==> src/sv/slrg_pkg.sv <==
// ============================================================================
// slrg_pkg
// Types, constants and command structures of the shuffled Lehmer generator.
// ============================================================================
package slrg_pkg;

    // Shuffle table geometry. The slot of a draw is the top bits of the last
    // output, which divides by 2^26 for a depth of 32.
    localparam int TABLE_DEPTH = 32;
    localparam int IDX_W       = $clog2(TABLE_DEPTH);
    localparam int VAL_W       = 31;
    localparam int SLOT_SHIFT  = VAL_W - IDX_W;

    // Warm-up runs eight steps ahead of the table fill.
    localparam int FILL_STEPS  = TABLE_DEPTH + 8;
    localparam int CNT_W       = $clog2(FILL_STEPS);

    // Lehmer constants: multiplier 16807, modulus 2^31-1.
    localparam int MUL_W = 15;
    localparam int PROD_W = VAL_W + MUL_W;
    localparam logic [VAL_W-1:0] LEH_M = 31'h7FFF_FFFF;
    localparam logic [MUL_W-1:0] LEH_A = 15'd16807;

    // Low Q16 part of the scaled span: 0.9999 for a positive span, and the
    // remainder of its magnitude for a negative span.
    localparam logic [15:0] LO_POS = 16'd65529;
    localparam logic [15:0] LO_NEG = 16'd7;

    // Register file of the configuration port.
    localparam int ADDR_W = 3;
    localparam logic [ADDR_W-3:0] REG_SEED = 1'b0;

    // Request and result payloads.
    typedef struct packed {
        logic               mode;
        logic signed [31:0] range_min;
        logic signed [31:0] range_max;
    } t_req;

    typedef struct packed {
        logic [VAL_W-1:0]   unit_value;
        logic signed [31:0] ranged_value;
    } t_rsp;

    // Commands from the controller to the datapath.
    typedef struct packed {
        logic             capture;
        logic             load_start;
        logic             use_one;
        logic             step_mul;
        logic             step_red;
        logic             fill_wr;
        logic             set_last;
        logic [IDX_W-1:0] fill_idx;
        logic             draw_rd;
        logic             draw_wr;
        logic             sc_mul;
        logic             sc_sum;
        logic             sc_fold;
        logic             sc_quot;
        logic             out_load;
    } t_dp_cmd;

    // Status from the datapath to the controller.
    typedef struct packed {
        logic state_zero;
        logic last_zero;
    } t_dp_sts;

    // Controller states.
    typedef enum logic [10:0] {
        S_IDLE  = 11'b000_0000_0001,
        S_CHECK = 11'b000_0000_0010,
        S_FMUL  = 11'b000_0000_0100,
        S_FRED  = 11'b000_0000_1000,
        S_DRD   = 11'b000_0001_0000,
        S_DWR   = 11'b000_0010_0000,
        S_M1    = 11'b000_0100_0000,
        S_M2    = 11'b000_1000_0000,
        S_M3    = 11'b001_0000_0000,
        S_M4    = 11'b010_0000_0000,
        S_OUT   = 11'b100_0000_0000
    } t_state;

endpackage

==> src/sv/slrg_ctrl.sv <==
// ============================================================================
// slrg_ctrl
// Controller: sequences table fill, shuffled draw and ranged scaling.
// ============================================================================
module slrg_ctrl
    import slrg_pkg::*;
(
    input  logic    i_clk,
    input  logic    i_rst_n,
    input  logic    i_in_valid,
    input  logic    i_out_ready,
    input  logic    i_seed_wr,
    input  t_dp_sts i_sts,
    output logic    o_in_ready,
    output logic    o_out_valid,
    output t_dp_cmd o_cmd
);

    t_state           r_st, n_st;
    logic [CNT_W-1:0] r_cnt, n_cnt;
    logic             r_init_pend, n_init_pend;
    logic             r_init_fill, n_init_fill;
    logic             r_discard, n_discard;
    logic             r_out_valid, n_out_valid;
    logic             in_xfer;

    assign o_in_ready  = (r_st == S_IDLE);
    assign o_out_valid = r_out_valid;
    assign in_xfer     = i_in_valid && o_in_ready;

    // Next-state and command logic.
    always_comb begin
        n_st        = r_st;
        n_cnt       = r_cnt;
        n_init_pend = r_init_pend;
        n_init_fill = r_init_fill;
        n_discard   = r_discard;
        n_out_valid = r_out_valid;
        o_cmd       = '0;

        if (r_out_valid && i_out_ready) begin
            n_out_valid = 1'b0;
        end

        unique case (r_st)
            S_IDLE: begin
                if (in_xfer) begin
                    o_cmd.capture = 1'b1;
                    if (r_init_pend) begin
                        o_cmd.load_start = 1'b1;
                        n_cnt            = CNT_W'(FILL_STEPS - 1);
                        n_init_fill      = 1'b1;
                        n_st             = S_FMUL;
                    end else begin
                        n_st = S_CHECK;
                    end
                end
            end
            S_CHECK: begin
                // A generator stuck at zero is restarted from one.
                if (i_sts.state_zero || i_sts.last_zero) begin
                    o_cmd.load_start = 1'b1;
                    o_cmd.use_one    = 1'b1;
                    n_cnt            = CNT_W'(FILL_STEPS - 1);
                    n_init_fill      = 1'b0;
                    n_st             = S_FMUL;
                end else begin
                    n_discard = 1'b0;
                    n_st      = S_DRD;
                end
            end
            S_FMUL: begin
                o_cmd.step_mul = 1'b1;
                n_st           = S_FRED;
            end
            S_FRED: begin
                o_cmd.step_red = 1'b1;
                if (r_cnt < CNT_W'(TABLE_DEPTH)) begin
                    o_cmd.fill_wr  = 1'b1;
                    o_cmd.fill_idx = r_cnt[IDX_W-1:0];
                end
                if (r_cnt == '0) begin
                    o_cmd.set_last = 1'b1;
                    n_discard      = r_init_fill;
                    n_st           = S_DRD;
                end else begin
                    n_cnt = r_cnt - CNT_W'(1);
                    n_st  = S_FMUL;
                end
            end
            S_DRD: begin
                o_cmd.draw_rd = 1'b1;
                n_st          = S_DWR;
            end
            S_DWR: begin
                o_cmd.draw_wr = 1'b1;
                if (r_discard) begin
                    // The first draw after seeding is thrown away.
                    n_init_pend = 1'b0;
                    n_discard   = 1'b0;
                    n_st        = S_CHECK;
                end else begin
                    n_st = S_M1;
                end
            end
            S_M1: begin
                o_cmd.sc_mul = 1'b1;
                n_st         = S_M2;
            end
            S_M2: begin
                o_cmd.sc_sum = 1'b1;
                n_st         = S_M3;
            end
            S_M3: begin
                o_cmd.sc_fold = 1'b1;
                n_st          = S_M4;
            end
            S_M4: begin
                o_cmd.sc_quot = 1'b1;
                n_st          = S_OUT;
            end
            S_OUT: begin
                // Wait here only while an earlier result is still stalled.
                if (!r_out_valid || i_out_ready) begin
                    o_cmd.out_load = 1'b1;
                    n_out_valid    = 1'b1;
                    n_st           = S_IDLE;
                end
            end
            default: begin
                n_st = S_IDLE;
            end
        endcase

        if (i_seed_wr) begin
            n_init_pend = 1'b1;
        end
    end

    // State registers.
    always_ff @(posedge i_clk) begin
        if (!i_rst_n) begin
            r_st        <= S_IDLE;
            r_cnt       <= '0;
            r_init_pend <= 1'b1;
            r_init_fill <= 1'b0;
            r_discard   <= 1'b0;
            r_out_valid <= 1'b0;
        end else begin
            r_st        <= n_st;
            r_cnt       <= n_cnt;
            r_init_pend <= n_init_pend;
            r_init_fill <= n_init_fill;
            r_discard   <= n_discard;
            r_out_valid <= n_out_valid;
        end
    end

endmodule

==> config.mk <==
export PLATFORM = sky130hd
export DESIGN_NAME = slrg_ctrl
export DESIGN_NICKNAME = d
export VERILOG_FILES = /design/src/sv/slrg_pkg.sv /design/src/sv/slrg_ctrl.sv
export SDC_FILE = /design/constraint.sdc
export NUM_CORES = 1
export LEC_CHECK = 0
export BUFFER_PORTS_ARGS = -buffer_cell sky130_fd_sc_hd__buf_4
export CAP_MARGIN = 20
export CORE_MARGIN = 5
export CORE_UTILIZATION = 40
export DETAILED_ROUTE_END_ITERATION = 16
export GPL_TIMING_DRIVEN = 0
export HOLD_SLACK_MARGIN = 0.15
export MAX_ROUTING_LAYER = met4
export PLACE_DENSITY_LB_ADDON = 0.05
export SYNTH_ARGS = -nofsm -noshare
export SYNTH_HDL_FRONTEND = slang
export SYNTH_SLANG_ARGS = --single-unit
==> constraint.sdc <==
create_clock -name i_clk -period 5.2 [get_ports i_clk]
set_clock_uncertainty 0.05 [all_clocks]
set_input_delay 0 -clock i_clk [delete_from_list [all_inputs] [get_ports i_clk]]
set_output_delay 0 -clock i_clk [all_outputs]
set_load 0.1 [all_outputs]
==> results.cfg, run 1 <==
[sta]
setup_ws_ps = 2490
finalHoldViolations = 0
final-setup-viol-count = 0
rsz0062_at_grt = false
finalWorstPathRequiredPeriod_ps = 2710
worstMarginPinSlew_ps = 669
fin_tns_setup_ps = 0
period_share = 0.521
slew_headroom = 0.554
fmax_ghz = 0.369
finalMaxSlewViolations = 0

[yosys]
yosys.cell_types.count = 43
synth.top_cell.area_share = 0.347
syn_nets = 159
syn_area_sq_um = 1210
synth_ff_type = dfxtp_1
yosys_warnings = 0
synthCells = 151
avgSynthCellArea_sq_um = 8.02
synth_seq_cells = 21
yosysTopAreaCell = dfxtp_1
synth_edf_count = 0
async_reset_ff_frac = 0
synthTopCellsByCount = 21 x dfxtp_1, 18 x nor2_1, 12 x nor3_1
yosysMostFrequentCell = dfxtp_1
synthTopCellsByArea = dfxtp_1 35%, nor2_1 5.6%, nor3_1 5.0%
ys_seq_area_frac = 0.347

[setup_path]
worst-path-buf-inv = 3
crit_family = simple AND/OR/NAND/NOR gates
crit_fanout = 9
worstPathRequired_ps = 5350
crit_path_cell_trace = clkbuf_1 > nor4_1 > and2_1 > and4b_1 > clkbuf_1 > nand2_1 > a211o_1 > dlygate4sd3_1
crit_top_cell = clkbuf_1
critPathLaunchType = flip-flop
critPathCaptureType = flip-flop
crit_type = flip-flop to flip-flop
slowest_stage = dlygate4sd3_1
arrival_ps = 2850
max_stage_delay_ps = 550

[clocking]
h-tree-depth = 1
numCtsBuffers = 3
postCtsSetupBuffers = 0
cts-root-buf = clkbuf_4
clk_pin_slew_ps = 120
cts_resized = 0
cts_sinks = 21
clock_path_buffers = 2
ctsHoldBuffers = 8
cts_tree = built
insertion_delay_ps = 300

[outcome]
status = finished clean

[place]
dp.cells = 211
io_buffers = 27
detailed_place.area_sq_um = 1460
hpwlAfterDp_um = 2410
place_ws_ps = 2830
place.gp.congestion = 0.793

[drt]
first_pass_iters = 4
viasPerCell = 5.61
num_vias = 1251
first_iter_violations = 50
drc = 0
drt-wirelength-per-cell_um = 14.0
ant_nets = 0
routed_wl_um = 3110

[finish]
diodes = 0
final_cells = 223
fillers = 289
drive_above_1_share = 0.205
nets = 199
area.growth.synth_to_final_pct = 28.9
design_area_sq_um = 1560

[global_routing]
grt_pass1_vias = 1220
grt-ovfl-total = 0
grt_start_max_net_pins = 12
antenna_found_initial = 0
grt_pass1_wl_um = 5310
grt_usage = 0.161

[power_and_ir_drop]
ir_worst_vdd_mv = 0.259
power_density_nw_per_um2 = 335
p_total_uw = 523
power_leakage_nw = 0.654

[floorplanning]
dieArea_sq_um = 4230
coreArea_sq_um = 2980
fp.dieH_um = 65.0
pin_count = 28
num_rows = 20
start_util = 0.407
die_width_um = 65.0

[worst_hold_path]
hold_class = flip-flop to flip-flop

[run]
cap_violations = 0
## path summary, 6_finish.rpt
path	from	end	slack, ps	cells past startpoint
worst max-delay path	r_st[0]	r_init_pend	2490	8
worst max register to register	r_st[0]	r_init_pend	2490	8
worst min register to register	r_discard	r_st[6]	410	1
worst min-delay path	r_discard	r_st[6]	410	1
## per-layer routing
metal | vias to the layer above | track usage | wire length [um] | share of wire
li1 | 637 | - | - | -
met1 | 576 | 0.223 | 1570 | 0.50
met2 | 34 | 0.244 | 1340 | 0.43
met3 | 4 | 0.0295 | 173 | 0.056
met4 | 0 | 0.0389 | 27 | 0.0087
met5 | - | - | 0 | 0
## area by class of cell
type                       instances  area, sq um  share of cell area
clock buffer                       4         26.3              0.0168
inverter                           8         30.0              0.0192
sequential                        21          420               0.269
tap                               33         41.3              0.0264
buffer                             6         25.0              0.0160
timing repair buffer              35          283               0.181
multi-input combinational        116          736               0.471
## kinds of logic after synthesis
logic type / synth area share
DFF: 0.347
buffers and inverters: 0.0455
AOI/OAI and AO/OA: 0.197
adders and majority gates: 0.0103
and+or+nand+nor: 0.378
xor gates and xnor gates: 0.0217
## metrics by stage
step                       util  hold WS, ps
final                     0.524          411
after global placement    0.489          133
after global routing      0.524          433
after CTS                 0.524          419
after detailed placement  0.489          137
after floorplan               -         44.4
## cell usage in the layout (no fill, tap or decap), types with 4 or more instances in the layout
master | synthesis | final
o21ai_0 | 4 | 4
nor2b_1 | 5 | 5
nand2b_1 | 9 | 9
and3_1 | 7 | 7
a311oi_1 | 4 | 4
a21oi_1 | 4 | 4
nand2_1 | 7 | 7
nor4_1 | 4 | 4
nor3_1 | 12 | 12
dlygate4sd3_1 | 0 | 8
nor2_1 | 18 | 18
inv_1 | 7 | 7
clkbuf_1 | 4 | 5
dfxtp_1 | 21 | 21
buf_4 | 0 | 27
## registers in the layout, summed over array words and instances, names as in the netlist
register and flops:
r_init_fill 1, r_discard 1, o_out_valid 1, r_init_pend 1
r_cnt 6, r_st 11
## report_power, final
part	leakage [nW]	internal (mW)	total [mW]	switching, mW
Sequential	0.171	0.176	0.193	0.0166
Combinational	0.468	0.0772	0.250	0.173
Clock	0.0150	0.0299	0.0801	0.0502
Power figures use the tool's default switching activity.
==> run 2: changes to the inputs <==
Clock period 5.2 ns to 2.3 ns, I/O delays scaled along.
==> run 2 against run 1 <==
Core utilization up 9.1 points. Critical path depth down 1. Register-to-register slack worse by 2400 ps.
==> results.cfg, run 2 (synthesis gave the netlist of run 1 again) <==
[finish]
top_register = r_st
layout_common_cells = 31 x buf_4, 17 x dfxtp_1, 15 x nor2_1, 9 x nand2b_1
area.growth.synth_to_final_pct = 51.3
nets = 207
utilization = 0.616
largest_reg_flops = 11
reg_top3 = r_st (11), r_cnt (6)
final_common_cell = buf_4
diodes = 0
drive_above_1_share = 0.399

[floorplanning]
pin_count = 28
start_util = 0.407
fp.dieH_um = 65.0
coreArea_sq_um = 2980
die_width_um = 65.0
num_rows = 20
dieArea_sq_um = 4230

[drt]
routed_wl_um = 3470
drc = 0
drt-wirelength-per-cell_um = 15.0
first_pass_iters = 4
num_vias = 1308
viasPerCell = 5.66
first_iter_violations = 55
ant_nets = 0

[sta]
final-setup-viol-count = 0
finalMaxSlewViolations = 0
finalWorstPathRequiredPeriod_ps = 2210
rsz0062_at_grt = false
finalHoldViolations = 0
worstMarginPinSlew_ps = 647
period_share = 0.960
fin_tns_setup_ps = 0
fmax_ghz = 0.453
slew_headroom = 0.564

[clocking]
clk_pin_slew_ps = 120
cts_tree = built
cts_sinks = 21
h-tree-depth = 1
numCtsBuffers = 3
clock_path_buffers = 2
insertion_delay_ps = 310
cts-root-buf = clkbuf_4

[power_and_ir_drop]
power_leakage_nw = 0.728
ir_worst_vdd_mv = 0.633
power_density_nw_per_um2 = 728

[global_routing]
grt_pass1_wl_um = 5970
grt-ovfl-total = 0
grt_start_max_net_pins = 13
grt_pass1_vias = 1256
antenna_found_initial = 0
grt_usage = 0.180

[worst_hold_path]
hold_class = input port to flip-flop
worstHoldPathCells = 3
worstHoldStart = i_seed_wr
worstHoldEndpoint = r_init_pend

[setup_path]
rr_worst_depth = 4
r2r_setup_slack_ps = 100
reg2reg_to = r_cnt[3]
critPathLaunchType = flip-flop
arrival_ps = 2160
critPathCaptureType = output port
r2r_start = r_st[5]
crit_type = flip-flop to output port
worstPathRequired_ps = 2250
crit_fanout = 6

[place]
place.gp.congestion = 0.871
hpwlAfterDp_um = 2510
io_buffers = 27

[run]
cap_violations = 0

[outcome]
status = finished clean
run 2: cell count changes in the layout (fill, tap and decap cells not counted), sizes merged:
| cell | change |
|---|---|
| clkinv | +1 |
| dlygate4sd3 | -2 |
| buf | +10 |
| clkbuf | -1 |
| inv | -1 |
| clkinvlp | +1 |
run 2: worst max path at each step:
stage                       start   endpoint  slack [ps]  depth (start not counted)
final                     r_st[5]  o_cmd[17]          90                          7
after CTS                 r_st[5]   r_cnt[1]         0.4                          7
after floorplan           r_st[4]  o_cmd[12]        -390                          5
after global placement    r_st[4]    r_st[6]        -160                          6
after global routing      r_st[5]  o_cmd[17]           3                          7
after detailed placement  r_st[4]    r_st[6]        -120                          6
run 2: stage by stage:
step | cells | hold slack (ps) | setup WS, ps | total power [mW] | cell area (sq um)
finish | 231 | 371 | 91.5 | 1.33 | 1830
global route | 231 | 392 | 3.24 | 1.41 | 1830
CTS | 230 | 366 | 0.437 | 1.31 | 1800
detailed placement | 211 | 156 | -117 | 1.04 | 1530
global placement | 211 | 131 | -159 | 1.03 | 1530
floorplan | 151 | 44.4 | -392 | 0.914 | 1280
run 2: cell type report:
| type | count | area, sq um |
|---|---|---|
| tap | 33 | 41.3 |
| clock buffer | 3 | 22.5 |
| multi-input combinational | 116 | 858 |
| sequential | 21 | 430 |
| clock inverter | 1 | 5.00 |
| fill | 286 | 1140 |
| buffer | 5 | 27.5 |
| timing repair buffer | 44 | 414 |
| inverter | 8 | 33.8 |
run 2: timing repair:
action                     in CTS  in global routing
hold endpoints to repair       21                  0
hold buffers                    6                  0
pin swaps                       6                  5
setup buffers                   9                  2
setup endpoints to repair      26                 25
gates resized for setup        31                  8
run 2: per-layer routing:
metal | track usage | routed length [um]
met1 | 0.255 | 1710
met2 | 0.276 | 1580
met3 | 0.0277 | 157
met4 | 0.0311 | 17
met5 | - | 0
run 2: power breakdown:
group          total, mW  internal [mW]  switching [mW]
sequential         0.438          0.396          0.0422
combinational      0.712          0.268           0.444
clock              0.183         0.0649           0.118
run 2: worst max-delay path, cell delays in order, from the launching register on:
cell	delay (ps)
dfxtp_4	370
or4_4	580
nor2_4	180
nand3_2	140
clkinvlp_4	130
and2_4	140
a21o_4	120
buf_8	190
